===== config.mk =====
export PLATFORM = sky130hd
export DESIGN_NAME = delta_list_timer_queue_flat
export DESIGN_NICKNAME = d
export VERILOG_FILES = /design/src/hdl/dltq_pkg.sv /design/src/hdl/dltq_if.sv /design/src/hdl/delta_list_timer_queue.sv /design/src/hdl/dltq_cell.sv /design/src/hdl/dltq_chain.sv /design/src/flat_wrapper.sv
export SDC_FILE = /design/constraint.sdc
export NUM_CORES = 2
export LEC_CHECK = 0
export BUFFER_PORTS_ARGS = -buffer_cell sky130_fd_sc_hd__buf_2
export CAP_MARGIN = 5
export CORE_ASPECT_RATIO = 1.75
export CORE_MARGIN = 2
export CORE_UTILIZATION = 60
export DETAILED_ROUTE_END_ITERATION = 7
export GPL_TIMING_DRIVEN = 0
export PLACE_DENSITY = 0.82
export SETUP_SLACK_MARGIN = 0.05
export SYNTH_ARGS = -nofsm -noshare
export SYNTH_HDL_FRONTEND = slang
export SYNTH_SLANG_ARGS = --single-unit

===== constraint.sdc =====
create_clock -name clk -period 16.1 [get_ports clk]
set_clock_uncertainty 0.2 [all_clocks]
set_input_delay 0 -clock clk [delete_from_list [all_inputs] [get_ports clk]]
set_output_delay 0 -clock clk [all_outputs]
set_load 0.02 [all_outputs]

===== src/hdl/dltq_pkg.sv =====
// Shared types and constants for the delta-list timer queue.
// Used by the channel interfaces, the cell, the chain and the top level.
package dltq_pkg;

  localparam int KIND_W    = 2;
  localparam int ID_W      = 3;
  localparam int DELTA_W   = 32;
  localparam int ID_SLOTS  = 1 << ID_W;
  localparam int MAX_OUT   = 8;
  localparam int OUT_CNT_W = 4;

  typedef enum logic [KIND_W-1:0] {
    KIND_START = 2'd0,
    KIND_STOP  = 2'd1,
    KIND_TICK  = 2'd2
  } kind_t;

  typedef enum logic [1:0] {
    ST_IDLE,
    ST_INSERT,
    ST_TICK
  } state_t;

  // Whole-chain commands issued by the controller
  typedef enum logic [2:0] {
    CH_HOLD,
    CH_INSERT,
    CH_REMOVE,
    CH_MERGE,
    CH_HEAD_DEC
  } chain_op_t;

  // Per-cell operations decoded from a chain command
  typedef enum logic [2:0] {
    CELL_HOLD,
    CELL_FROM_PREV,
    CELL_FROM_PREV_SUB,
    CELL_FROM_NEXT,
    CELL_FROM_NEXT_ADD,
    CELL_LOAD,
    CELL_SUB
  } cell_op_t;

  typedef struct packed {
    logic               valid;
    logic [ID_W-1:0]    id;
    logic [DELTA_W-1:0] delta;
  } cell_data_t;

  typedef struct packed {
    cell_op_t           op;
    logic [ID_W-1:0]    arg_id;
    logic [DELTA_W-1:0] arg_delta;
  } cell_ctl_t;

endpackage


===== src/hdl/dltq_if.sv =====
// Valid/ready channel interfaces for the timer queue: request items in,
// expiry results out. Depends on dltq_pkg for field widths.
interface dltq_req_if;
  logic                         valid;
  logic                         ready;
  logic [dltq_pkg::KIND_W-1:0]  kind;
  logic [dltq_pkg::ID_W-1:0]    timer_id;
  logic [dltq_pkg::DELTA_W-1:0] interval;
  logic                         periodic;

  modport source (output valid, kind, timer_id, interval, periodic, input ready);
  modport sink   (input valid, kind, timer_id, interval, periodic, output ready);
endinterface

interface dltq_rsp_if;
  logic                      valid;
  logic                      ready;
  logic [dltq_pkg::ID_W-1:0] expired_id;
  logic                      last;

  modport source (output valid, expired_id, last, input ready);
  modport sink   (input valid, expired_id, last, output ready);
endinterface


===== src/hdl/delta_list_timer_queue.sv =====
// Delta-list timer queue. Running timers sit in a row of cells in deadline order, each
// holding its id and its delay past the entry ahead. A stop merges its delta into the entry
// behind it without leaving the idle state. A start walks the row one entry per cycle to find
// its place, then shifts the tail in one step. A tick takes due entries off the head, and
// each periodic expiry adds the same insertion walk, since a single walker serves the row.
// Expiries leave through a result register, so a tick stalls only when it is full.
// Depends on dltq_pkg, dltq_if, dltq_chain and dltq_cell.
module delta_list_timer_queue #(
  parameter int TIMER_SLOTS = 8
) (
  input  logic       clk,
  input  logic       rst,
  dltq_req_if.sink   req,
  dltq_rsp_if.source rsp
);
  import dltq_pkg::*;

  localparam int CNT_W = $clog2(TIMER_SLOTS + 1);

  state_t              state, state_next;
  logic [CNT_W-1:0]    count, count_next;
  logic [CNT_W-1:0]    p, p_next;
  logic [DELTA_W-1:0]  rem, rem_next;
  logic [ID_W-1:0]     ins_id, ins_id_next;
  logic                ins_from_tick, ins_from_tick_next;
  logic                elapsed, elapsed_next;
  logic [OUT_CNT_W-1:0] n_out, n_out_next;
  logic                pend_valid, pend_valid_next;
  logic [ID_W-1:0]     pend_id, pend_id_next;

  logic                out_valid;
  logic [ID_W-1:0]     out_id;
  logic                out_last;
  logic                push, push_last;

  logic [DELTA_W-1:0]  slot_interval [ID_SLOTS];
  logic                slot_periodic [ID_SLOTS];
  logic                slot_we;

  chain_op_t           ch_op;
  logic [CNT_W-1:0]    ch_pos;
  logic [ID_W-1:0]     ch_id;
  logic [DELTA_W-1:0]  ch_delta;
  logic                hit;
  logic [CNT_W-1:0]    hit_pos;
  logic [DELTA_W-1:0]  sel_delta;
  cell_data_t          head;

  logic                id_ok, out_free, due;
  logic [DELTA_W-1:0]  start_interval;

  dltq_chain #(.TIMER_SLOTS(TIMER_SLOTS)) u_chain (
    .clk       (clk),
    .rst       (rst),
    .op        (ch_op),
    .pos       (ch_pos),
    .arg_id    (ch_id),
    .arg_delta (ch_delta),
    .find_id   (req.timer_id),
    .hit       (hit),
    .hit_pos   (hit_pos),
    .sel_delta (sel_delta),
    .head      (head)
  );

  assign req.ready      = (state == ST_IDLE);
  assign rsp.valid      = out_valid;
  assign rsp.expired_id = out_id;
  assign rsp.last       = out_last;

  assign id_ok          = (32'(req.timer_id) < TIMER_SLOTS);
  assign start_interval = (req.interval == '0) ? DELTA_W'(1) : req.interval;
  assign out_free       = !out_valid || rsp.ready;
  assign due            = (count != '0) && (n_out < OUT_CNT_W'(MAX_OUT)) &&
                          (head.delta <= DELTA_W'(elapsed));

  always_comb begin
    state_next         = state;
    count_next         = count;
    p_next             = p;
    rem_next           = rem;
    ins_id_next        = ins_id;
    ins_from_tick_next = ins_from_tick;
    elapsed_next       = elapsed;
    n_out_next         = n_out;
    pend_valid_next    = pend_valid;
    pend_id_next       = pend_id;
    push               = 1'b0;
    push_last          = 1'b0;
    slot_we            = 1'b0;
    ch_op              = CH_HOLD;
    ch_pos             = p;
    ch_id              = ins_id;
    ch_delta           = rem;

    unique case (state)
      ST_IDLE: begin
        if (req.valid) begin
          unique case (kind_t'(req.kind))
            KIND_START: begin
              if (id_ok && !hit) begin
                slot_we = 1'b1;
                if (count < CNT_W'(TIMER_SLOTS)) begin
                  rem_next           = start_interval;
                  ins_id_next        = req.timer_id;
                  p_next             = '0;
                  ins_from_tick_next = 1'b0;
                  state_next         = ST_INSERT;
                end
              end
            end
            KIND_STOP: begin
              if (id_ok && hit) begin
                ch_op      = CH_MERGE;
                ch_pos     = hit_pos;
                count_next = count - CNT_W'(1);
              end
            end
            KIND_TICK: begin
              elapsed_next    = 1'b1;
              n_out_next      = '0;
              pend_valid_next = 1'b0;
              state_next      = ST_TICK;
            end
            default: ;
          endcase
        end
      end

      ST_INSERT: begin
        if (p < count && rem >= sel_delta) begin
          rem_next = rem - sel_delta;
          p_next   = p + CNT_W'(1);
        end else begin
          ch_op      = CH_INSERT;
          count_next = count + CNT_W'(1);
          state_next = ins_from_tick ? ST_TICK : ST_IDLE;
        end
      end

      ST_TICK: begin
        // the held expiry learns whether it is the last only once the next check is done
        if (!pend_valid || out_free) begin
          if (pend_valid) begin
            push      = 1'b1;
            push_last = !due;
          end
          if (due) begin
            ch_op           = CH_REMOVE;
            ch_pos          = '0;
            count_next      = count - CNT_W'(1);
            elapsed_next    = elapsed && (head.delta == '0);
            n_out_next      = n_out + OUT_CNT_W'(1);
            pend_valid_next = 1'b1;
            pend_id_next    = head.id;
            if (32'(head.id) < TIMER_SLOTS && slot_periodic[head.id]) begin
              rem_next           = slot_interval[head.id];
              ins_id_next        = head.id;
              p_next             = '0;
              ins_from_tick_next = 1'b1;
              state_next         = ST_INSERT;
            end
          end else begin
            if (count != '0 && elapsed && head.delta != '0) begin
              ch_op    = CH_HEAD_DEC;
              ch_delta = DELTA_W'(1);
            end
            pend_valid_next = 1'b0;
            state_next      = ST_IDLE;
          end
        end
      end

      default: state_next = ST_IDLE;
    endcase
  end

  always_ff @(posedge clk) begin
    if (rst) begin
      state      <= ST_IDLE;
      count      <= '0;
      pend_valid <= 1'b0;
      out_valid  <= 1'b0;
    end else begin
      state      <= state_next;
      count      <= count_next;
      pend_valid <= pend_valid_next;
      if (push) begin
        out_valid <= 1'b1;
      end else if (rsp.ready) begin
        out_valid <= 1'b0;
      end
    end
  end

  always_ff @(posedge clk) begin
    p             <= p_next;
    rem           <= rem_next;
    ins_id        <= ins_id_next;
    ins_from_tick <= ins_from_tick_next;
    elapsed       <= elapsed_next;
    n_out         <= n_out_next;
    pend_id       <= pend_id_next;
    if (push) begin
      out_id   <= pend_id;
      out_last <= push_last;
    end
  end

  always_ff @(posedge clk) begin
    if (slot_we) begin
      slot_interval[req.timer_id] <= start_interval;
      slot_periodic[req.timer_id] <= req.periodic;
    end
  end

endmodule


===== src/hdl/dltq_cell.sv =====
// One list entry of the timer queue: valid flag, timer id and delta.
// Loads from either neighbour or from the broadcast argument. Uses dltq_pkg.
module dltq_cell (
  input  logic                 clk,
  input  logic                 rst,
  input  dltq_pkg::cell_ctl_t  ctl,
  input  dltq_pkg::cell_data_t prev,
  input  dltq_pkg::cell_data_t next,
  output dltq_pkg::cell_data_t q
);
  import dltq_pkg::*;

  logic               valid;
  logic [ID_W-1:0]    id;
  logic [DELTA_W-1:0] delta;
  cell_data_t         d_next;

  assign q = '{valid: valid, id: id, delta: delta};

  always_comb begin
    unique case (ctl.op)
      CELL_HOLD:          d_next = q;
      CELL_FROM_PREV:     d_next = prev;
      CELL_FROM_PREV_SUB: d_next = '{valid: prev.valid, id: prev.id,
                                     delta: prev.delta - ctl.arg_delta};
      CELL_FROM_NEXT:     d_next = next;
      CELL_FROM_NEXT_ADD: d_next = '{valid: next.valid, id: next.id,
                                     delta: next.delta + delta};
      CELL_LOAD:          d_next = '{valid: 1'b1, id: ctl.arg_id, delta: ctl.arg_delta};
      CELL_SUB:           d_next = '{valid: valid, id: id, delta: delta - ctl.arg_delta};
      default:            d_next = q;
    endcase
  end

  always_ff @(posedge clk) begin
    if (rst) begin
      valid <= 1'b0;
    end else begin
      valid <= d_next.valid;
    end
  end

  always_ff @(posedge clk) begin
    id    <= d_next.id;
    delta <= d_next.delta;
  end

endmodule


===== src/hdl/dltq_chain.sv =====
// Row of dltq_cell entries holding the delta list in order, head at cell 0.
// Decodes chain commands per cell, finds a timer id and reads one delta.
// Uses dltq_pkg and dltq_cell.
module dltq_chain #(
  parameter int TIMER_SLOTS = 8
) (
  input  logic                                      clk,
  input  logic                                      rst,
  input  dltq_pkg::chain_op_t                       op,
  input  logic [$clog2(TIMER_SLOTS+1)-1:0]          pos,
  input  logic [dltq_pkg::ID_W-1:0]                 arg_id,
  input  logic [dltq_pkg::DELTA_W-1:0]              arg_delta,
  input  logic [dltq_pkg::ID_W-1:0]                 find_id,
  output logic                                      hit,
  output logic [$clog2(TIMER_SLOTS+1)-1:0]          hit_pos,
  output logic [dltq_pkg::DELTA_W-1:0]              sel_delta,
  output dltq_pkg::cell_data_t                      head
);
  import dltq_pkg::*;

  localparam int CNT_W = $clog2(TIMER_SLOTS + 1);

  cell_data_t c   [TIMER_SLOTS];
  cell_ctl_t  ctl [TIMER_SLOTS];

  assign head = c[0];

  for (genvar i = 0; i < TIMER_SLOTS; i++) begin : g_cell
    localparam logic [CNT_W-1:0] IDX = CNT_W'(i);
    cell_data_t prev_d;
    cell_data_t next_d;

    if (i == 0) begin : g_first
      assign prev_d = '0;
    end else begin : g_prev
      assign prev_d = c[i-1];
    end

    if (i == TIMER_SLOTS - 1) begin : g_last
      assign next_d = '0;
    end else begin : g_next
      assign next_d = c[i+1];
    end

    always_comb begin
      ctl[i].arg_id    = arg_id;
      ctl[i].arg_delta = arg_delta;
      unique case (op)
        CH_HOLD:   ctl[i].op = CELL_HOLD;
        CH_INSERT: begin
          if (IDX < pos) begin
            ctl[i].op = CELL_HOLD;
          end else if (IDX == pos) begin
            ctl[i].op = CELL_LOAD;
          end else if (IDX == pos + CNT_W'(1)) begin
            ctl[i].op = CELL_FROM_PREV_SUB;
          end else begin
            ctl[i].op = CELL_FROM_PREV;
          end
        end
        CH_REMOVE: ctl[i].op = (IDX < pos) ? CELL_HOLD : CELL_FROM_NEXT;
        CH_MERGE: begin
          if (IDX < pos) begin
            ctl[i].op = CELL_HOLD;
          end else if (IDX == pos) begin
            ctl[i].op = CELL_FROM_NEXT_ADD;
          end else begin
            ctl[i].op = CELL_FROM_NEXT;
          end
        end
        CH_HEAD_DEC: ctl[i].op = (i == 0) ? CELL_SUB : CELL_HOLD;
        default:     ctl[i].op = CELL_HOLD;
      endcase
    end

    dltq_cell u_cell (
      .clk  (clk),
      .rst  (rst),
      .ctl  (ctl[i]),
      .prev (prev_d),
      .next (next_d),
      .q    (c[i])
    );
  end

  // ids in the list are distinct, so the first match is the only one
  always_comb begin
    hit     = 1'b0;
    hit_pos = '0;
    for (int i = 0; i < TIMER_SLOTS; i++) begin
      if (!hit && c[i].valid && c[i].id == find_id) begin
        hit     = 1'b1;
        hit_pos = CNT_W'(i);
      end
    end
  end

  always_comb begin
    sel_delta = '0;
    for (int i = 0; i < TIMER_SLOTS; i++) begin
      if (pos == CNT_W'(i)) begin
        sel_delta = c[i].delta;
      end
    end
  end

endmodule

===== src/flat_wrapper.sv =====
// flat-port wrapper written by rule: the top's interface ports become plain ports
module delta_list_timer_queue_flat import dltq_pkg::*;
#(
  parameter int TIMER_SLOTS = 8
)
  (clk, rst, req_valid, req_kind, req_timer_id, req_interval, req_periodic, req_ready, rsp_valid, rsp_expired_id, rsp_last, rsp_ready);
  dltq_req_if req_i ();
  dltq_rsp_if rsp_i ();
  input  logic clk;
  input  logic rst;
  input wire logic [$bits(req_i.valid)-1:0] req_valid;
  input wire logic [$bits(req_i.kind)-1:0] req_kind;
  input wire logic [$bits(req_i.timer_id)-1:0] req_timer_id;
  input wire logic [$bits(req_i.interval)-1:0] req_interval;
  input wire logic [$bits(req_i.periodic)-1:0] req_periodic;
  output wire logic [$bits(req_i.ready)-1:0] req_ready;
  output wire logic [$bits(rsp_i.valid)-1:0] rsp_valid;
  output wire logic [$bits(rsp_i.expired_id)-1:0] rsp_expired_id;
  output wire logic [$bits(rsp_i.last)-1:0] rsp_last;
  input wire logic [$bits(rsp_i.ready)-1:0] rsp_ready;
  assign req_i.valid = req_valid;
  assign req_i.kind = req_kind;
  assign req_i.timer_id = req_timer_id;
  assign req_i.interval = req_interval;
  assign req_i.periodic = req_periodic;
  assign req_ready = req_i.ready;
  assign rsp_valid = rsp_i.valid;
  assign rsp_expired_id = rsp_i.expired_id;
  assign rsp_last = rsp_i.last;
  assign rsp_i.ready = rsp_ready;
  delta_list_timer_queue #(.TIMER_SLOTS(TIMER_SLOTS)) u_core (.clk(clk), .rst(rst), .req(req_i), .rsp(rsp_i));
endmodule

* Word-level counts from Yosys, hierarchy flattened *
Memories as Yosys holds them, arrays and structs flattened. A register that Yosys moved wholly into a read port is not among the register bits.
Cells that the tools add are included.

word-level totals
  latch bits = 0
  memories kept = 2
  memory bits (writable) = 264
  output and inout port bits = 6
  ROM bits = 0
  register bits = 348

memory list
  memory                depth  width  rd ports  clocked after Yosys merged registers in  write ports  line                          RTL
  u_core.slot_interval  8      32     1         1                                        1            delta_list_timer_queue.sv:36  logic [DELTA_W-1:0] slot_interval [ID_SLOTS];
  u_core.slot_periodic  8      1      1         1                                        1            delta_list_timer_queue.sv:37  logic slot_periodic [ID_SLOTS];

operators by class
  shift-type cells = 0
  magnitude comparators = 13
  div/mod/pow operators = 0
  multipliers = 0
  equal/unequal tests = 101
  $add $sub $neg = 22
  bitwise gates (word level) = 9
  reductions and logical operators = 77
  multiplexer cells = 185

operator list
  kind                                                 number
  one-hot mux 36 bit (6 select lines)                  8
  two-way mux 32 bit                                   21
  subtractor 32 bit                                    9
  adder 32 bit                                         7
  two-way mux 3 bit                                    46
  two-way mux 4 bit                                    29
  one-hot mux 32 bit (3 select lines)                  1
  equality test 3 bit, second input constant           25
  one-hot mux 3 bit (3 select lines)                   8
  zero test 32 bit                                     2
  equality test 3 x 2 -> 1 bit, second input constant  18
  two-way mux 2 bit                                    25
  nonzero test 5 bit                                   9
  nonzero test 6 bit                                   7
  two-way mux 1 bit                                    36
  equality test 3 x 4 -> 1 bit, first input constant   8
  greater-or-equal comparator 32 bit                   1
  <= comparator 32 x 1 -> 1 bit                        1
  nonzero test 32 bit                                  1
  subtractor 1 x 32 -> 32 bit, first input constant    1
  equality test 3 x 1 -> 1 bit, second input constant  9
  equality test 3 bit                                  8
  one-hot mux 4 bit (3 select lines)                   2
  logical AND 1 bit                                    21
  other kinds (40)                                     104

* Depth between registers and ports, before layout *
  word-level depth = 54
  gate-level depth with buffers = 32
  mapped depth without buffers = 27

* By module *
Synthesis repeated with hierarchy kept, for this count alone.

second synthesis, totals
  cell total of the unflattened synthesis = 9,081
  area, all modules = 73,473.0 um2

modules (own cells, without submodules)
  module                                            area an instance (um2)  instances  cells an instance
  dltq_cell at u_core.u_chain.g_cell[0].u_cell ...  6,816.5                 3          937
  dltq_cell at u_core.u_chain.g_cell[4].u_cell ...  6,745.2                 3          931
  delta_list_timer_queue                            15,633.7                1          1,102
  dltq_cell at u_core.u_chain.g_cell[7].u_cell      6,751.5                 1          928
  dltq_cell at u_core.u_chain.g_cell[3].u_cell      6,571.3                 1          909
  dltq_chain                                        3,831.2                 1          538

* Worst setup path before layout *
No wires, ideal clock.

  path kind = register to register
  start point = register u_core.u_chain.g_cell[0].u_cell.delta[0]
  end point = register u_core.p[0], enable pin
  path buffers = 1
  data arrival time = 7.024 ns
  clock period less this slack = 7.698 ns
  setup time = 0.474 ns
  stages on the path, launching flop included = 24
  required time = 15.426 ns
  setup slack = 8.402 ns
  cells stage by stage = edfxtp_1 > inv_1 > ha_1 > o21bai_1 > a2111oi_2 > a32oi_2 > a21o_1 > nor2_1 > o21ai_1 > clkbuf_1 > nor2_1 > a222oi_1 > a21oi_1 > a211oi_1 > a21oi_1 > ha_1 > fa_1 > nor2b_1 > o21bai_1 > a21oi_1 > o21ai_0 > a21oi_1 > o22ai_1 > nor3_1

on the way
  cells in the longest elaborated chain, start to end = 18
  elaborated cells on any way between the ends = 26
  classes of those cells = order compare (2); eq/ne (9); mux (11); reduce/logical (4)

ends and longest elaborated chain
  what                                      line                           RTL
  start: declaration                        dltq_cell.sv:15                logic [DELTA_W-1:0] delta;
  start signal: assignment                  dltq_cell.sv:45                delta <= d_next.delta;
  <= comparator 32 x 1 -> 1 bit             delta_list_timer_queue.sv:75   (head.delta <= DELTA_W'(elapsed));
  logical AND 1 bit                         delta_list_timer_queue.sv:74   assign due = (count != '0) && (n_out < OUT_CNT_W'(MAX_OUT)) &&
  two-way mux 4 bit                         delta_list_timer_queue.sv:148  if (due) begin
  two-way mux 4 bit                         delta_list_timer_queue.sv:143  if (!pend_valid || out_free) begin
  one-hot mux 4 bit (2 select lines)        delta_list_timer_queue.sv:96   unique case (state)
  zero test 4 bit                           dltq_chain.sv:101              if (pos == CNT_W'(i)) begin
  two-way mux 32 bit (8 in a row)           dltq_chain.sv:101
  greater-or-equal comparator 32 bit        delta_list_timer_queue.sv:131  if (p < count && rem >= sel_delta) begin
  logical AND 1 bit                         delta_list_timer_queue.sv:131
  inequality test 2 x 1 -> 1 bit (no line)  n/a
  AND reduction 9 bit (no line) *           n/a
  end signal: assignment                    delta_list_timer_queue.sv:197  p <= p_next;
  end: declaration                          delta_list_timer_queue.sv:22   logic [CNT_W-1:0] p, p_next;

Every way passes the cells marked *; elsewhere a longest branch is shown, timed or not.
A chain may end at the register's enable or synchronous reset.

* Worst setup path in the final report *
  start point = register u_core.u_chain.g_cell[0].u_cell.delta[0]
  end point = register u_core.u_chain.g_cell[5].u_cell.delta[11], enable pin

on the way
  cells in the longest elaborated chain, start to end = 22
  elaborated cells on any way between the ends = 51
  classes of those cells = add/sub (1); order compare (3); eq/ne (18); mux (23); reduce/logical (6)

ends and longest elaborated chain
  what                                                                                 line                           RTL
  <= comparator 32 x 1 -> 1 bit                                                        delta_list_timer_queue.sv:75
  logical AND 1 bit                                                                    delta_list_timer_queue.sv:74
  two-way mux 4 bit                                                                    delta_list_timer_queue.sv:148
  two-way mux 4 bit                                                                    delta_list_timer_queue.sv:143
  one-hot mux 4 bit (2 select lines)                                                   delta_list_timer_queue.sv:96
  zero test 4 bit                                                                      dltq_chain.sv:101
  two-way mux 32 bit (8 in a row)                                                      dltq_chain.sv:101
  greater-or-equal comparator 32 bit                                                   delta_list_timer_queue.sv:131
  logical AND 1 bit                                                                    delta_list_timer_queue.sv:131
  two-way mux 1 bit                                                                    delta_list_timer_queue.sv:131
  one-hot mux 3 bit (3 select lines)                                                   delta_list_timer_queue.sv:96
  equality test 3 x 2 -> 1 bit / equality test 3 x 1 -> 1 bit (equally long branches)  dltq_chain.sv:48               unique case (op)
  one-hot mux 3 bit (3 select lines) *                                                 dltq_chain.sv:48
  equality test 3 x 1 -> 1 bit, or another cell as far along                           dltq_cell.sv:21                unique case (ctl.op)
  nonzero test 6 bit (no line) *                                                       n/a
  end signal: assignment                                                               dltq_cell.sv:45
  end: declaration                                                                     dltq_cell.sv:15

Marks and branches as above.

==> reports/metrics.csv <==
metric,value,unit
die_x,230,um
root_buffer,clkbuf_16,
tightest_slew,1.58,ns
first_iter_violations,8540,
htreeDepth,2,
ys_async_sr_fraction,0,%
wl_per_cell,34.7,um
multi_input_area,33700,sq um
num_rows,145,
critPathArrivalTime,14.42,ns
route.vias.total,54752,
cap_violations,6,
syn_inst,5777,
syn-cell-area,53700,sq um
violations,"DRC, capacitance limit, slew limit",
synth_ff_type,edfxtp_1,
rr_endpoint,u_core.u_chain.g_cell[5].u_cell.delta[11],
placed_area,55800,sq um
grt_overflow,0,
total_leakage_power,0.0222,uW
nets,6492,
status,"complete, but fails checks",
endpoint_kind,register,
grt_usage,56.0,%
first_pass_iters,8,
yosys_warnings,0,
dp_hpwl,190,mm
drtAntennaViolNets,0,
reg2reg_depth,25,
grt_pass1_wl,374,mm
synth_cell_types,101,
slew_headroom,-6.15,%
cts_buffers,60,
final_layout_size_suffix_gt1_share,7.44,%
cp_max_fo,32,
synth_nets,6313,
synth-seq-cells,615,
portBuffers,44,
seq_area,18300,sq um
routed_wl,250,mm
regToRegSetupSlack,1.62,ns
drv_slew,60,
hp-class,in -> reg,
ir_drop,0.156,mV
final_hold_viol_count,0,
r2r-start,u_core.u_chain.g_cell[0].u_cell.delta[0],
fill_cells,7397,
grt_max_degree,33,
finalSetupViolCount,0,
cts_tree,built,
grt_pass1_vias,55444,
seq_area_frac_synth,34.0,%
drc,18,
boundaryPins,48,
hold_ws,0.0587,ns
rsz0062_at_grt,false,
area_delta_synth_final,8.93,%
crit_type,reg -> reg,
max_freq,69.1,MHz
cts_resized,0,
min_period,14.48,ns
crit_required,16.04,ns
fin_area,58500,sq um
synth_edf_count,596,
fin_setup_tns,0,ns
finalCritPeriodShare,89.9,%
start_util,60.3,%
critPathLaunchType,register,
gp_congestion,1.11,
worstSkewPairLatency,0.72,ns
antenna_found_initial,15,
core_area,89100,sq um
synth_area_per_cell,9.30,sq um
setup.worst_path.start,u_core.u_chain.g_cell[0].u_cell.delta[0],
drt-vias-per-instance,7.61,
die_y,400,um
cp-endpoint,u_core.u_chain.g_cell[5].u_cell.delta[11],
die-area,92000,sq um
fin_util,65.7,%
cts_buffer_depth,3,
clk_pin_slew,0.07,ns
power_density,226,nW/um^2
clock-sinks,615,
[critical path: stages (launching register included)]
cell       delay (ns)
edfxtp_1         0.92
inv_1            0.71
ha_1             0.50
o21bai_1         0.29
a2111oi_2        0.09
a32oi_2          0.50
a32o_1           0.23
buf_2            0.26
buf_2            0.56
clkbuf_1         1.12
buf_1            0.76
nand2_1          0.13
a311oi_1         0.69
a221oi_1         0.25
ha_1             0.46
nand4_1          0.22
nor3_1           1.13
o21ai_0          0.50
a21oi_1          0.81
o22ai_1          0.52
o21ai_1          0.50
buf_2            0.41
nor2_1           0.29
a21oi_2          0.59
buf_2            0.43
nand3_2          0.76
[placed cells by master, fill, tap and decap left out, types with 71 or more instances in the layout]
cell type	count
a21o_1	203
a21oi_1	553
a221oi_1	76
a222oi_1	94
a22oi_1	78
a31oi_1	109
buf_2	120
clkbuf_1	204
edfxtp_1	596
ha_1	478
inv_1	155
nand2_1	441
nand2b_1	71
nand3_1	103
nor2_1	498
nor3_1	89
o21ai_0	318
o22ai_1	119
xnor2_1	285
xor2_1	146
[worst min path at each step]
| stage | startpoint | end | cells past startpoint |
|---|---|---|---|
| 2_1_floorplan | req_periodic | u_core.slot_periodic[0] | 0 |
| 3_3_place_gp | req_periodic | u_core.slot_periodic[2] | 1 |
| 3_5_place_dp | req_periodic | u_core.slot_periodic[3] | 1 |
| 4_1_cts | req_interval[27] | u_core.rem[27] | 4 |
| 5_1_grt | req_interval[5] | u_core.rem[5] | 4 |
| 6_report | req_interval[5] | u_core.rem[5] | 4 |
[cell usage after synthesis (all sizes together), types with 14 or more instances]
| cell | instances | share of area (%) |
|---|---|---|
| a21o | 204 | 2.9 |
| nor4 | 28 | 0.35 |
| buf | 103 | 0.98 |
| inv | 157 | 1.1 |
| xor2 | 146 | 2.4 |
| a31oi | 111 | 1.3 |
| nand2b | 71 | 0.83 |
| xnor2 | 285 | 4.6 |
| mux4 | 66 | 2.8 |
| nor3 | 103 | 1.1 |
| a221oi | 76 | 1.2 |
| a22oi | 78 | 1.1 |
| a211oi | 51 | 0.72 |
| clkbuf | 193 | 1.3 |
| edfxtp | 596 | 33 |
| nor2b | 50 | 0.58 |
| mux2 | 32 | 0.67 |
| and4 | 14 | 0.23 |
| o22ai | 120 | 1.4 |
| nor2 | 509 | 3.6 |
| a31o | 17 | 0.28 |
| o21bai | 53 | 0.74 |
| o221ai | 27 | 0.45 |
| a211o | 19 | 0.31 |
| or2 | 21 | 0.24 |
| or3 | 41 | 0.48 |
| o31ai | 29 | 0.41 |
| a222oi | 94 | 1.8 |
| nand3 | 105 | 0.99 |
| a311oi | 19 | 0.32 |
| a21oi | 554 | 5.2 |
| ha | 478 | 11 |
| nand4 | 49 | 0.57 |
| o211ai | 57 | 0.81 |
| and2 | 40 | 0.47 |
| o31a | 16 | 0.26 |
| and3 | 48 | 0.56 |
| o21ai | 337 | 3.1 |
| mux2i | 54 | 1.0 |
| dfxtp | 19 | 0.71 |
| fa | 16 | 0.60 |
| nand2 | 445 | 3.1 |
| o21a | 63 | 0.88 |
[layer usage]
metal	track usage [%]	share of wire, %
met1	50.8	27
met2	88.4	46
met3	21.7	11
met4	66.8	16
met5	2.44	0.061
[cells by family after synthesis]
family,synth area share [%]
flops,34.0
buf+inv,3.42
xor+xnor,7.03
compound gates,25.7
fa+ha+maj,11.7
mux,4.45
simple gates,13.6
[state kept, by name, summed over array words and instances, names as in the netlist, named ones only]
| signal | count |
|---|---|
| u_core.slot_interval | 256 |
| u_core.u_chain.g_cell.u_cell.delta | 256 |
| u_core.rem | 32 |
| u_core.u_chain.g_cell.u_cell.id | 24 |
| u_core.slot_periodic | 8 |
| u_core.u_chain.g_cell.u_cell.valid | 8 |
| u_core.count | 4 |
| u_core.n_out | 4 |
| u_core.p | 4 |
| u_core.ch_id | 3 |
| u_core.pend_id | 3 |
| u_core.rsp.expired_id | 3 |
| u_core.state | 2 |
| u_core.elapsed | 1 |
| u_core.ins_from_tick | 1 |
| u_core.pend_valid | 1 |
| u_core.rsp.last | 1 |
| u_core.rsp.valid | 1 |
[per-stage QoR]
step           worst slack, ns  power (uW)  cells
6_report                  1.62       13200   7191
5_1_grt                  0.998       13900   7185
4_1_cts                   3.61       12600   7176
3_5_place_dp              3.69       11000   7018
3_3_place_gp              2.12       10800   6997
2_1_floorplan             8.40        8440   5777
[repair_timing]
| item | 4_1_cts | 5_1_grt |
|---|---|---|
| hold buffers | 46 | 0 |
| buffers inserted | 0 | 0 |
| endpoints found under the hold margin | 418 | 0 |
[where the power goes]
part | internal [uW] | switching, uW
Sequential | 2200 | 454
Combinational | 3190 | 5770
Clock | 853 | 735
Total | 6240 | 6960
[cell type report]
cell class                 count  share of cell area, %
sequential                   615                   31.2
clock buffer                  75                   2.72
timing repair buffer         117                   1.83
clock inverter                37                  0.858
buffer                       296                   2.14
tap                         1176                   2.52
antenna                        9                 0.0385
multi-input combinational   4709                   57.7
inverter                     157                   1.01
(Power assumes the default switching activity.)
